<file path="src/hdl/spbi_pkg.sv">
`default_nettype none
package spbi_pkg;

  localparam int SPBI_MAX_VERTICES = 64;

  localparam int COORD_W = 24;
  localparam int DIFF_W  = COORD_W + 1;
  localparam int MB_W    = DIFF_W + 1;
  localparam int PROD_W  = DIFF_W + MB_W;
  localparam int CRS_W   = PROD_W;
  localparam int LO_W    = DIFF_W;
  localparam int ACC_W   = 80;
  localparam int IDX_W   = 6;
  localparam int FC_W    = 7;
  localparam int EPS_W   = 32;
  localparam int CFG_IDX_W = 1;
  localparam int IN_DATA_W  = 152;
  localparam int OUT_DATA_W = 8;

  localparam logic [CFG_IDX_W-1:0] CFG_FACE_COUNT  = 1'b0;
  localparam logic [CFG_IDX_W-1:0] CFG_DET_EPSILON = 1'b1;

  localparam logic CMD_LOAD  = 1'b0;
  localparam logic CMD_QUERY = 1'b1;

  localparam logic [1:0] SEL_PV = 2'd0;
  localparam logic [1:0] SEL_QV = 2'd1;
  localparam logic [1:0] SEL_D  = 2'd0;
  localparam logic [1:0] SEL_U  = 2'd1;
  localparam logic [1:0] SEL_V  = 2'd2;
  localparam logic [1:0] SEL_T  = 2'd3;

  localparam logic [1:0] COMP_X = 2'd0;
  localparam logic [1:0] COMP_Y = 2'd1;
  localparam logic [1:0] COMP_Z = 2'd2;

  typedef logic signed [COORD_W-1:0] coord_t;
  typedef logic signed [DIFF_W-1:0]  diff_t;
  typedef logic signed [CRS_W-1:0]   crs_t;
  typedef logic signed [ACC_W-1:0]   acc_t;
  typedef coord_t [2:0]              pt_t;

  typedef struct packed {
    logic       wr;
    logic       start;
    logic       latch_i;
    logic       latch_nx;
    logic       setup;
    logic       tri_sel;
    logic       mv;
    logic       dot;
    logic [1:0] sel;
    logic [1:0] comp;
    logic       term;
    logic       first;
    logic       last;
    logic       norm;
  } dp_cmd_t;

endpackage
`default_nettype wire

</file>
<file path="src/hdl/spbi_ctrl.sv">
`default_nettype none
module spbi_ctrl
  import spbi_pkg::*;
#(
  parameter int MAX_VERTICES = SPBI_MAX_VERTICES,
  localparam int AW = (MAX_VERTICES > 1) ? $clog2(MAX_VERTICES) : 1,
  localparam int CW = ($clog2(MAX_VERTICES + 1) > FC_W) ? $clog2(MAX_VERTICES + 1) : FC_W
) (
  input  wire logic            clk,
  input  wire logic            rst_n,
  input  wire logic            in_valid,
  input  wire logic            in_cmd,
  output logic                 in_ready,
  input  wire logic [FC_W-1:0] face_count,
  input  wire logic            tri_hit,
  output dp_cmd_t              cmd,
  output logic [AW-1:0]        rd_addr,
  output logic                 out_valid,
  output logic                 out_is_query,
  output logic                 out_hit,
  input  wire logic            out_ready
);

  localparam logic [1:0] COMP_LAST      = COMP_Z;
  localparam logic [1:0] SEL_LAST_CROSS = SEL_QV;
  localparam logic [1:0] SEL_LAST_DOT   = SEL_T;

  typedef enum logic [9:0] {
    S_IDLE  = 10'b0000000001,
    S_RD_I  = 10'b0000000010,
    S_RD_NX = 10'b0000000100,
    S_WAIT  = 10'b0000001000,
    S_SETUP = 10'b0000010000,
    S_MUL   = 10'b0000100000,
    S_DRAIN = 10'b0001000000,
    S_NORM  = 10'b0010000000,
    S_CHECK = 10'b0100000000,
    S_DONE  = 10'b1000000000
  } state_t;

  state_t state_r, state_nxt;
  logic [CW-1:0] face_r, face_nxt, nface_r, nface_nxt, face_inc, nx, fc_ext;
  logic tri_r, tri_nxt, dot_r, dot_nxt, term_r, term_nxt;
  logic [1:0] sel_r, sel_nxt, comp_r, comp_nxt;
  logic res_q_r, res_q_nxt, res_hit_r, res_hit_nxt;
  logic out_valid_r, out_valid_nxt, out_q_r, out_q_nxt, out_hit_r, out_hit_nxt;
  logic in_fire;

  assign in_ready = state_r == S_IDLE;
  assign in_fire  = in_valid && in_ready;
  assign face_inc = face_r + CW'(1);
  assign nx       = (face_inc == nface_r) ? '0 : face_inc;
  assign fc_ext   = CW'(face_count);
  assign rd_addr  = (state_r == S_RD_NX) ? nx[AW-1:0] : face_r[AW-1:0];

  assign out_valid    = out_valid_r;
  assign out_is_query = out_q_r;
  assign out_hit      = out_hit_r;

  always_comb begin
    state_nxt     = state_r;
    face_nxt      = face_r;
    nface_nxt     = nface_r;
    tri_nxt       = tri_r;
    dot_nxt       = dot_r;
    term_nxt      = term_r;
    sel_nxt       = sel_r;
    comp_nxt      = comp_r;
    res_q_nxt     = res_q_r;
    res_hit_nxt   = res_hit_r;
    out_valid_nxt = out_valid_r && !out_ready;
    out_q_nxt     = out_q_r;
    out_hit_nxt   = out_hit_r;
    cmd           = '0;
    cmd.tri_sel   = tri_r;
    cmd.dot       = dot_r;
    cmd.sel       = sel_r;
    cmd.comp      = comp_r;
    cmd.term      = term_r;
    unique case (state_r)
      S_IDLE: begin
        if (in_fire) begin
          if (in_cmd == CMD_LOAD) begin
            cmd.wr      = 1'b1;
            res_q_nxt   = 1'b0;
            res_hit_nxt = 1'b0;
            state_nxt   = S_DONE;
          end else begin
            cmd.start   = 1'b1;
            res_q_nxt   = 1'b1;
            res_hit_nxt = 1'b0;
            nface_nxt   = (fc_ext > CW'(MAX_VERTICES)) ? CW'(MAX_VERTICES) : fc_ext;
            face_nxt    = '0;
            tri_nxt     = 1'b0;
            state_nxt   = (fc_ext == '0) ? S_DONE : S_RD_I;
          end
        end
      end
      S_RD_I: begin
        state_nxt = S_RD_NX;
      end
      S_RD_NX: begin
        cmd.latch_i = 1'b1;
        state_nxt   = S_WAIT;
      end
      S_WAIT: begin
        cmd.latch_nx = 1'b1;
        state_nxt    = S_SETUP;
      end
      S_SETUP: begin
        cmd.setup = 1'b1;
        dot_nxt   = 1'b0;
        sel_nxt   = '0;
        comp_nxt  = '0;
        term_nxt  = 1'b0;
        state_nxt = S_MUL;
      end
      S_MUL: begin
        cmd.mv    = 1'b1;
        cmd.first = !term_r && (!dot_r || comp_r == COMP_X);
        cmd.last  = term_r && (!dot_r || comp_r == COMP_LAST);
        if (!term_r) begin
          term_nxt = 1'b1;
        end else begin
          term_nxt = 1'b0;
          if (comp_r == COMP_LAST) begin
            comp_nxt = COMP_X;
            if (sel_r == (dot_r ? SEL_LAST_DOT : SEL_LAST_CROSS)) begin
              sel_nxt = '0;
              if (dot_r) begin
                dot_nxt   = 1'b0;
                state_nxt = S_DRAIN;
              end else begin
                dot_nxt = 1'b1;
              end
            end else begin
              sel_nxt = sel_r + 2'd1;
            end
          end else begin
            comp_nxt = comp_r + 2'd1;
          end
        end
      end
      S_DRAIN: begin
        state_nxt = S_NORM;
      end
      S_NORM: begin
        cmd.norm  = 1'b1;
        state_nxt = S_CHECK;
      end
      S_CHECK: begin
        if (tri_hit) begin
          res_hit_nxt = 1'b1;
          state_nxt   = S_DONE;
        end else if (!tri_r) begin
          tri_nxt   = 1'b1;
          state_nxt = S_SETUP;
        end else if (face_inc == nface_r) begin
          state_nxt = S_DONE;
        end else begin
          face_nxt  = face_inc;
          tri_nxt   = 1'b0;
          state_nxt = S_RD_I;
        end
      end
      S_DONE: begin
        if (!out_valid_r || out_ready) begin
          out_valid_nxt = 1'b1;
          out_q_nxt     = res_q_r;
          out_hit_nxt   = res_hit_r;
          state_nxt     = S_IDLE;
        end
      end
      default: begin
        state_nxt = S_IDLE;
      end
    endcase
  end

  always_ff @(posedge clk) begin
    if (!rst_n) begin
      state_r     <= S_IDLE;
      out_valid_r <= 1'b0;
      face_r      <= '0;
      nface_r     <= '0;
      tri_r       <= 1'b0;
      dot_r       <= 1'b0;
      term_r      <= 1'b0;
      sel_r       <= '0;
      comp_r      <= '0;
    end else begin
      state_r     <= state_nxt;
      out_valid_r <= out_valid_nxt;
      face_r      <= face_nxt;
      nface_r     <= nface_nxt;
      tri_r       <= tri_nxt;
      dot_r       <= dot_nxt;
      term_r      <= term_nxt;
      sel_r       <= sel_nxt;
      comp_r      <= comp_nxt;
    end
  end

  always_ff @(posedge clk) begin
    res_q_r   <= res_q_nxt;
    res_hit_r <= res_hit_nxt;
    out_q_r   <= out_q_nxt;
    out_hit_r <= out_hit_nxt;
  end

endmodule
`default_nettype wire

</file>
<file path="config.mk">
export PLATFORM = sky130hd
export DESIGN_NAME = spbi_ctrl
export DESIGN_NICKNAME = d
export VERILOG_FILES = /design/src/hdl/spbi_pkg.sv /design/src/hdl/spbi_ctrl.sv
export SDC_FILE = /design/constraint.sdc
export NUM_CORES = 1
export LEC_CHECK = 0
export ABC_CLOCK_PERIOD_IN_PS = 3600
export BUFFER_PORTS_ARGS = -buffer_cell sky130_fd_sc_hd__buf_4
export CORE_MARGIN = 3
export CORE_UTILIZATION = 35
export CTS_BUF_LIST = sky130_fd_sc_hd__clkbuf_8
export DETAILED_ROUTE_END_ITERATION = 16
export PLACE_DENSITY = 0.63
export RECOVER_POWER = 50
export SETUP_SLACK_MARGIN = 0.05
export SLEW_MARGIN = 20
export SYNTH_ARGS = -nofsm -noshare
export SYNTH_HDL_FRONTEND = slang
export SYNTH_SLANG_ARGS = --single-unit
</file>
<file path="constraint.sdc">
create_clock -name clk -period 3.6 [get_ports clk]
set_input_delay 0.54 -clock clk [delete_from_list [all_inputs] [get_ports clk]]
set_output_delay 0.54 -clock clk [all_outputs]
set_load 0.05 [all_outputs]
</file>
# [Word level (Yosys, flattened, before mapping)]
# Cells that the tools add are included.
[totals] reg_bits=36 inputBits=13 out_inout_bits=26 word_cells=123
[classes] add_sub_neg=3 magnitude_cmp=1 n_eq_ne=24 n_mux=57 reduce_logical=25
[op_table] cell="10-bit two-way mux" count=11
[op_table] cell="10-bit one-hot mux with 10 select lines" count=1
[op_table] cell="7-bit two-way mux" count=6
[op_table] cell="1-bit two-way mux" count=21
[op_table] cell="2-bit != test (second input constant)" count=10
[op_table] cell="2-bit two-way mux" count=9
[op_table] cell="7-bit one-hot mux with 2 select lines" count=1
[op_table] cell="6-bit two-way mux" count=2
[op_table] cell="6-bit AND reduction" count=2
[op_table] cell="10-bit by 1-bit equality test with 1-bit output (second input constant)" count=1
[op_table] cell="10-bit equality test (second input constant)" count=1
[op_table] cell="10-bit by 2-bit equality test with 1-bit output (second input constant)" count=1
[op_table] cell="10-bit by 3-bit equality test with 1-bit output (second input constant)" count=1
[op_table] cell="10-bit by 4-bit equality test with 1-bit output (second input constant)" count=1
[op_table] cell="10-bit by 5-bit equality test with 1-bit output (second input constant)" count=1
[op_table] cell="10-bit by 6-bit equality test with 1-bit output (second input constant)" count=1
[op_table] cell="10-bit by 7-bit equality test with 1-bit output (second input constant)" count=1
[op_table] cell="10-bit by 8-bit equality test with 1-bit output (second input constant)" count=1
[op_table] cell="10-bit by 9-bit equality test with 1-bit output (second input constant)" count=1
[op_table] cell="3-bit AND reduction" count=3
[op_table] cell="1-bit one-hot mux with 2 select lines" count=4
[op_table] cell="2-bit one-hot mux with 2 select lines" count=2
[op_table] cell="4-bit AND reduction" count=2
[op_table] cell="7-bit by 1-bit adder with 7-bit output (second input constant)" count=1
[op_table] cell="13 further kinds" count=25

# [Depth between registers and ports, before layout]
# Gate-level depths: netlist (run 1).
[depth] ltp_word=6 depth_mapped=9

# [Least setup slack after synthesis (run 1)]
# Ideal clock, no wire load.
[synth_timing] kind="register to output" start="register state_r[4]" end="output rd_addr[3]" t_arrival_ps=3123 path_slack_ps=-63 path_stages_with_launch=6 n_path_buf=0 cell_sequence="dfxtp_1 or4_4 nor3_1 and3_1 nand2_1 o31ai_1"
[synth_between] elab_chain_cells=2
[synth_lines] item="start: declaration" line="spbi_ctrl.sv:41" rtl="state_t state_r, state_nxt;"
[synth_lines] item="start signal: assignment" line="spbi_ctrl.sv:192" rtl="state_r <= state_nxt;"
[synth_lines] item="10-bit by 3-bit equality test with 1-bit output" line="spbi_ctrl.sv:54" rtl="assign rd_addr = (state_r == S_RD_NX) ? nx[AW-1:0] : face_r[AW-1:0];"
[synth_lines] item="6-bit two-way mux" line="spbi_ctrl.sv:54"
[synth_lines] item="end: declaration" line="spbi_ctrl.sv:17" rtl="output logic [AW-1:0] rd_addr,"
# No other way between the ends.

# [Worst setup path in the final report (run 1)]
[layout_timing] start="register face_r[0]" end="output rd_addr[3]"
[layout_between] elab_chain_cells=4
[layout_lines] item="start: declaration" line="spbi_ctrl.sv:42" rtl="logic [CW-1:0] face_r, face_nxt, nface_r, nface_nxt, face_inc, nx, fc_ext;"
[layout_lines] item="start signal: assignment" line="spbi_ctrl.sv:194" rtl="face_r <= face_nxt;"
[layout_lines] item="7-bit by 1-bit adder with 7-bit output *" line="spbi_ctrl.sv:51" rtl="assign face_inc = face_r + CW'(1);"
[layout_lines] item="7-bit equality test" line="spbi_ctrl.sv:52" rtl="assign nx = (face_inc == nface_r) ? '0 : face_inc;"
[layout_lines] item="6-bit two-way mux *" line="spbi_ctrl.sv:52"
[layout_lines] item="6-bit two-way mux *" line="spbi_ctrl.sv:54"
# Mark *: on every way between the ends. The rest lies on a longest branch, timed or not.

==> results of run 1 <==
==> kinds of logic (layout without fill, tap and decap cells) <==
family	Yosys count	after routing	share of synthesized area, %
XOR/XNOR	11	11	4.33
buffers and inverters	28	58	5.46
adder cells (fa/ha/maj)	1	1	0.562
flip-flops	36	36	34.2
multiplexers	2	2	0.900
AND/OR/NAND/NOR	144	144	37.2
AO/OA/AOI/OAI	61	61	17.4
==> how the worst max path moves through the flow <==
| stage | from | endpoint | slack [ns] | depth (start not counted) |
|---|---|---|---|---|
| after floorplan | state_r[4] | rd_addr[3] | -0.06 | 5 |
| after global placement | face_r[0] | rd_addr[4] | 0.78 | 8 |
| after detailed placement | face_r[0] | rd_addr[3] | 0.67 | 8 |
| after CTS | face_r[0] | rd_addr[3] | 0.34 | 8 |
| after global routing | face_r[0] | rd_addr[3] | 0.12 | 8 |
| final | face_r[0] | rd_addr[3] | 0.32 | 8 |
==> per-stage QoR <==
step	std cells	hold WS, ns	util, %
final	388	0.422	42.5
after global routing	388	0.432	42.5
after CTS	388	0.423	43.6
after detailed placement	380	0.406	42.1
after global placement	380	0.404	42.1
after floorplan	283	0.400	-
==> area by class of cell <==
| cell class | count | area (µm²) | share of cell area [%] |
|---|---|---|---|
| multi-input cells | 219 | 1320 | 51.7 |
| repair buffers | 41 | 263 | 10.3 |
| clock inverters | 3 | 18.8 | 0.732 |
| inverters | 9 | 33.8 | 1.32 |
| well taps | 75 | 93.8 | 3.66 |
| flip-flops and latches | 36 | 761 | 29.7 |
| clock buffers | 5 | 68.8 | 2.69 |
==> metal layers <==
metal	vias to the layer above	global-route usage [%]	part of all wire, %
met5	-	0	0
met4	0	4.75	1.2
met3	5	2.79	5.4
met2	58	25.1	45
met1	990	23.5	49
li1	1096	-	-
==> power by group through the flow <==
stage / Combinational (mW) / Clock, mW / Sequential (mW)
after global placement: 0.215 / 0 / 0.454
after detailed placement: 0.213 / 0 / 0.455
after floorplan: 0.163 / 0 / 0.446
after global routing: 0.232 / 0.313 / 0.447
after CTS: 0.215 / 0.297 / 0.446
final: 0.211 / 0.289 / 0.445
==> cells in the mapped netlist (3+ instances only) <==
cell       n
o211ai_1   6
nand3_1   14
nor3_1    13
nor4_1     4
a31oi_1   11
xor2_1     6
xnor2_1    5
buf_4      3
and2_1     6
and3_1     9
dfxtp_1   32
o21ai_0    8
nand2b_1   4
inv_1      8
a22oi_1    3
edfxtp_1   4
nand2_1   27
o31ai_1    4
nor2b_1    7
buf_2      4
clkbuf_1  12
or3_1      6
nor2_1    23
or4_1      4
nand3b_1   8
a21oi_1   19
==> worst max-delay path, cell delays in order (launching register included) <==
cell     delay (ns)
dfxtp_1        0.46
ha_1           0.34
and3_1         0.27
and4_1         0.23
nor2_1         0.05
or3_1          0.54
a31oi_1        0.24
o31ai_1        0.10
buf_4          0.21
==> state kept, by name, indices dropped and copies added, names as in the netlist <==
name,cells
out_is_query,1
res_hit_r,1
out_hit,1
sel_r,2
res_q_r,1
face_r,7
out_valid,1
state_r,10
tri_r,1
term_r,1
nface_r,7
dot_r,1
comp_r,2
==> metrics.yaml, run 1 <==
setup_path:
  regToRegStartpoint: "state_r[4]"
  crit_arrival_ns: 2.74
  reg2reg_depth: 9
  required_ns: 3.06
  start_kind: "register"
  cp-end-kind: "output port"
  path_class: "reg2out"
  critPathMaxFanout: 10
  r2r_slack_ns: 0.60
  r2r-end: "face_r[6]"
clock_network:
  postCtsSetupRepairBufs: 0
  clockBufferDepth: 2
  numCtsBuffers: 5
  htreeDepth: 2
  postCtsHoldBufs: 0
  path_clk_slew_ns: 0.08
  cts-resized-gates: 0
  clkLatencyLatePin_ns: 0.29
  clockRootBuffer: "clkbuf_8"
  cts.sinks: 36
  cts_tree: "done"
global_route:
  grt_pass1_wl_mm: 9.77
  grt_usage_pct: 16.3
  gr-total-overflow: 0
  grt_start_max_net_pins: 24
  grt_pass1_vias: 2014
  antenna_found_initial: 0
sta:
  fmax_mhz: 305
  setup_violations: 0
  finalCritPeriodShare_pct: 91.1
  grt_setup_unrepaired: "no"
  setup_tns_ns: 0
  setup_slack_ns: 0.322
  hold_viol_final: 0
  skew_ns: 0.00928
  period_needed_ns: 3.28
  drv_slew: 0
  max_slew.worst_pin.slew_ns: 0.834
  relSlewSlack_pct: 43.9
power_and_ir_drop:
  vdd_drop_max_uv: 186
  power.total_uw: 945
  p_leak_nw: 0.938
  power_density_nw_per_um2: 369
  p_comb_share_pct: 22.3
  swShare_pct: 32.1
  clkPwrFrac_pct: 30.6
  intPower_uw: 641
  switchingPower_uw: 304
  sequentialPowerShare_pct: 47.1
cells_and_area:
  nNetsFinal: 326
  antennaDiodeCount: 0
  n_fill_cell: 650
  final_area_um2: 2560
  final_common_cell: "dfxtp_1"
  drive_above_1_share_pct: 12.8
  syn2layout_area_growth_pct: 15.2
  layout_common_cells: "dfxtp_1, buf_4, nand2_1"
logic_synthesis:
  synth_ff_type: "dfxtp_1"
  ys_top_cells_by_area: "dfxtp_1, edfxtp_1, nand2_1"
  synth_top_area_share_pct: 28.8
  synth_fp_nets: 297
  synth-edff-count: 4
  yosys.cell_types.count: 50
  ys_async_sr_fraction_pct: 0
  yosysTopAreaCell: "dfxtp_1"
  netlist_area_um2: 2220
  yosysSeqAreaShare_pct: 34.2
  ys_ff_latch: 36
  yosysWarnings: 0
  avgSynthCellArea_um2: 7.86
  syn_inst: 283
routing:
  routed_wl_mm: 5.67
  first_pass_iters: 4
  via_count: 2149
  via_per_inst: 5.54
  wl_per_cell_um: 14.6
  antenna_left: 0
  drt_drc_violations_left: 0
  drt_iter0_markers: 227
place:
  place_ws_ns: 0.673
  dpl_cell_area_um2: 2540
  post-dp-hpwl_mm: 4.20
  gp_congestion: 0.868
  numPortBuffers: 38
worst_hold_path:
  hold-path-endpoint: "out_hit"
  hp-start: "res_hit_r"
  hp-class: "reg2reg"
  worstHoldPathCells: 0
floorplanning:
  coreArea_um2: 6030
  die_h_um: 85.7
  rows: 28
  die-area_um2: 7350
  ios: 39
  start_util_pct: 36.9
  fp.dieW_um: 85.7
outcome:
  run_status: "completed"
run:
  max-cap-violations: 0
No activity file was read; power rests on OpenSTA's default activity.
==> run 2: changes to the inputs <==
--- a/config.mk
+++ b/config.mk
@@ -8,10 +8,10 @@
 export ABC_CLOCK_PERIOD_IN_PS = 3600
 export BUFFER_PORTS_ARGS = -buffer_cell sky130_fd_sc_hd__buf_4
 export CORE_MARGIN = 3
-export CORE_UTILIZATION = 35
+export CORE_UTILIZATION = 50
 export CTS_BUF_LIST = sky130_fd_sc_hd__clkbuf_8
 export DETAILED_ROUTE_END_ITERATION = 16
-export PLACE_DENSITY = 0.63
+export PLACE_DENSITY = 0.82
 export RECOVER_POWER = 50
 export SETUP_SLACK_MARGIN = 0.05
 export SLEW_MARGIN = 20
==> run 2 against run 1 <==
Against the previous run:
- combinational power barely moved
- fmax increased by 0.73%
- cell count shrank 6.7%
- largest cell class unchanged
- count of clock-buffer cells in the layout stayed put
- critical path type unchanged
- sequential share of layout area fell by 0.48 points
- power increased by 21%
==> metrics.yaml, run 2 (synthesis gave the netlist of run 1 again) <==
place:
  place_ws_ns: 0.731  # was 0.673 ns
  gp_congestion: 0.853  # was 0.868
  numPortBuffers: 38  # unchanged
  post-dp-hpwl_mm: 3.94  # was 4.20 mm
outcome:
  run_status: "completed"  # unchanged
power_and_ir_drop:
  p_comb_share_pct: 18.2  # was 22.3%
  power_density_nw_per_um2: 441  # was 369 nW/µm²
  vdd_drop_max_uv: 244  # was 186 µV
  swShare_pct: 25.9  # was 32.1%
  clkPwrFrac_pct: 43.1  # was 30.6%
  p_leak_nw: 0.967  # was 0.938 nW
  switchingPower_uw: 297  # was 304 µW
  sequentialPowerShare_pct: 38.8  # was 47.1%
  intPower_uw: 851  # was 641 µW
sta:
  relSlewSlack_pct: 32.9  # was 43.9%
  finalCritPeriodShare_pct: 90.4  # was 91.1%
  max_slew.worst_pin.slew_ns: 1.01  # was 0.834 ns
  period_needed_ns: 3.25  # was 3.28 ns
  skew_ns: 0.00490  # was 0.00928 ns
  hold_viol_final: 0  # unchanged
  setup_violations: 0  # unchanged
  fmax_mhz: 307  # was 305 MHz
  drv_slew: 0  # unchanged
  setup_slack_ns: 0.346  # was 0.322 ns
  grt_setup_unrepaired: "no"  # unchanged
  setup_tns_ns: 0  # unchanged
setup_path:
  required_ns: 3.06  # about the same
  slowest_stage: "or3_1"  # unchanged
  path_class: "reg2out"  # unchanged
  cp-end-kind: "output port"  # unchanged
  critPathMaxFanout: 10  # unchanged
  critPathMaxStageDelay_ns: 0.55  # was 0.54 ns
  start_kind: "register"  # unchanged
  cp_cell_sequence: "ha_1, and3_1, and4_1, nor2_1, or3_1, a31oi_1, o31ai_1, buf_4"  # unchanged
  crit_arrival_ns: 2.71  # was 2.74 ns
routing:
  first_pass_iters: 4  # unchanged
  via_per_inst: 6.05  # was 5.54
  wl_per_cell_um: 15.1  # was 14.6 µm
  antenna_left: 0  # unchanged
  via_count: 2190  # was 2149
  drt_iter0_markers: 197  # was 227
  routed_wl_mm: 5.48  # was 5.67 mm
  drt_drc_violations_left: 0  # unchanged
floorplanning:
  coreArea_um2: 4140  # was 6030 µm²
  start_util_pct: 53.7  # was 36.9%
  ios: 39  # unchanged
  die_h_um: 72.7  # was 85.7 µm
  die-area_um2: 5290  # was 7350 µm²
  rows: 23  # was 28
  fp.dieW_um: 72.7  # was 85.7 µm
global_route:
  grt_usage_pct: 22.0  # was 16.3%
  gr-total-overflow: 0  # unchanged
  antenna_found_initial: 0  # unchanged
  grt_pass1_wl_mm: 9.15  # was 9.77 mm
  grt_pass1_vias: 1934  # was 2014
  grt_start_max_net_pins: 24  # unchanged
run:
  max-cap-violations: 0  # unchanged
cells_and_area:
  n_fill_cell: 405  # was 650
  largest_reg_flops: 10  # unchanged
  regMostFlops: "state_r"  # unchanged
  antennaDiodeCount: 0  # unchanged
  syn2layout_area_growth_pct: 17.1  # was 15.2%
  nNetsFinal: 325  # was 326
  final_common_cell: "dfxtp_1"  # unchanged
  reg_top3: "state_r: 10 flops, face_r: 7 flops, nface_r: 7 flops"  # unchanged
  layout_common_cells: "dfxtp_1, buf_4, nand2_1"  # unchanged
  drive_above_1_share_pct: 13.5  # was 12.8%
  final_core_util_pct: 62.9  # was 42.5%
clock_network:
  clockBufferDepth: 2  # unchanged
  clkLatencyLatePin_ns: 0.29  # about the same
  numCtsBuffers: 5  # unchanged
  path_clk_slew_ns: 0.07  # was 0.08 ns
  postCtsHoldBufs: 0  # unchanged
  htreeDepth: 2  # unchanged
  cts-resized-gates: 0  # unchanged
  cts_tree: "done"  # unchanged
  clockRootBuffer: "clkbuf_8"  # unchanged
  postCtsSetupRepairBufs: 0  # unchanged
  cts.sinks: 36  # unchanged
worst_hold_path:
  hp-class: "reg2reg"  # unchanged
[run 2: cell count changes in the layout (fill, tap and decap cells not counted), sizes merged]
cell	previous run	this run
bufinv	0	3
inv	11	9
clkbuf	17	16
clkinv	1	0
[run 2: metrics by stage]
step / cell area, µm² / std cells / hold WS [ns] / total power [mW]
floorplan: 2220 / 283 / 0.400 / 0.608
global placement: 2500 / 354 / 0.402 / 0.661
detailed placement: 2500 / 354 / 0.418 / 0.664
CTS: 2660 / 362 / 0.435 / 1.16
global route: 2610 / 362 / 0.439 / 1.19
finish: 2610 / 362 / 0.436 / 1.15
[run 2: worst paths after layout]
kind,to,cells past startpoint,startpoint,slack [ns]
setup / recovery,rd_addr[4],8,face_r[0],0.35
hold / removal,out_is_query,0,res_q_r,0.44
setup reg to reg,face_r[6],9,state_r[4],0.68
hold reg to reg,out_is_query,0,res_q_r,0.44
[run 2: worst max-delay path: cells and delay by family (launching register included)]
kind	cells	cell delay [ns]
AO/OA/AOI/OAI	2	0.32
flip-flops	1	0.45
adder cells (fa/ha/maj)	1	0.34
AND/OR/NAND/NOR	4	1.11
buffers and inverters	1	0.20
[run 2: final cells by class]
cell class / count / area [µm²] / share of cell area, %
clock buffer: 5 / 68.8 / 2.64
clock inverter: 3 / 90.1 / 3.46
inverter: 9 / 33.8 / 1.30
multi-input combinational: 219 / 1330 / 51.1
sequential: 36 / 761 / 29.2
tap: 50 / 62.6 / 2.40
timing repair buffer: 40 / 259 / 9.94
[run 2: layer usage]
metal	vias up	track usage, %	routed length (µm)	share of wire, %
met5	-	0	0	0
met4	0	8.81	108	2.0
met3	12	5.92	447	8.2
met2	79	32.9	2460	45
met1	1002	29.9	2460	45
li1	1097	-	-	-
[run 2: power by group through the flow]
stage               Sequential [mW]  Combinational [mW]  Clock (mW)
floorplan                     0.446               0.163           0
global placement              0.454               0.207           0
detailed placement            0.455               0.209           0
CTS                           0.446               0.211       0.502
global route                  0.448               0.228       0.514
finish                        0.445               0.208       0.494
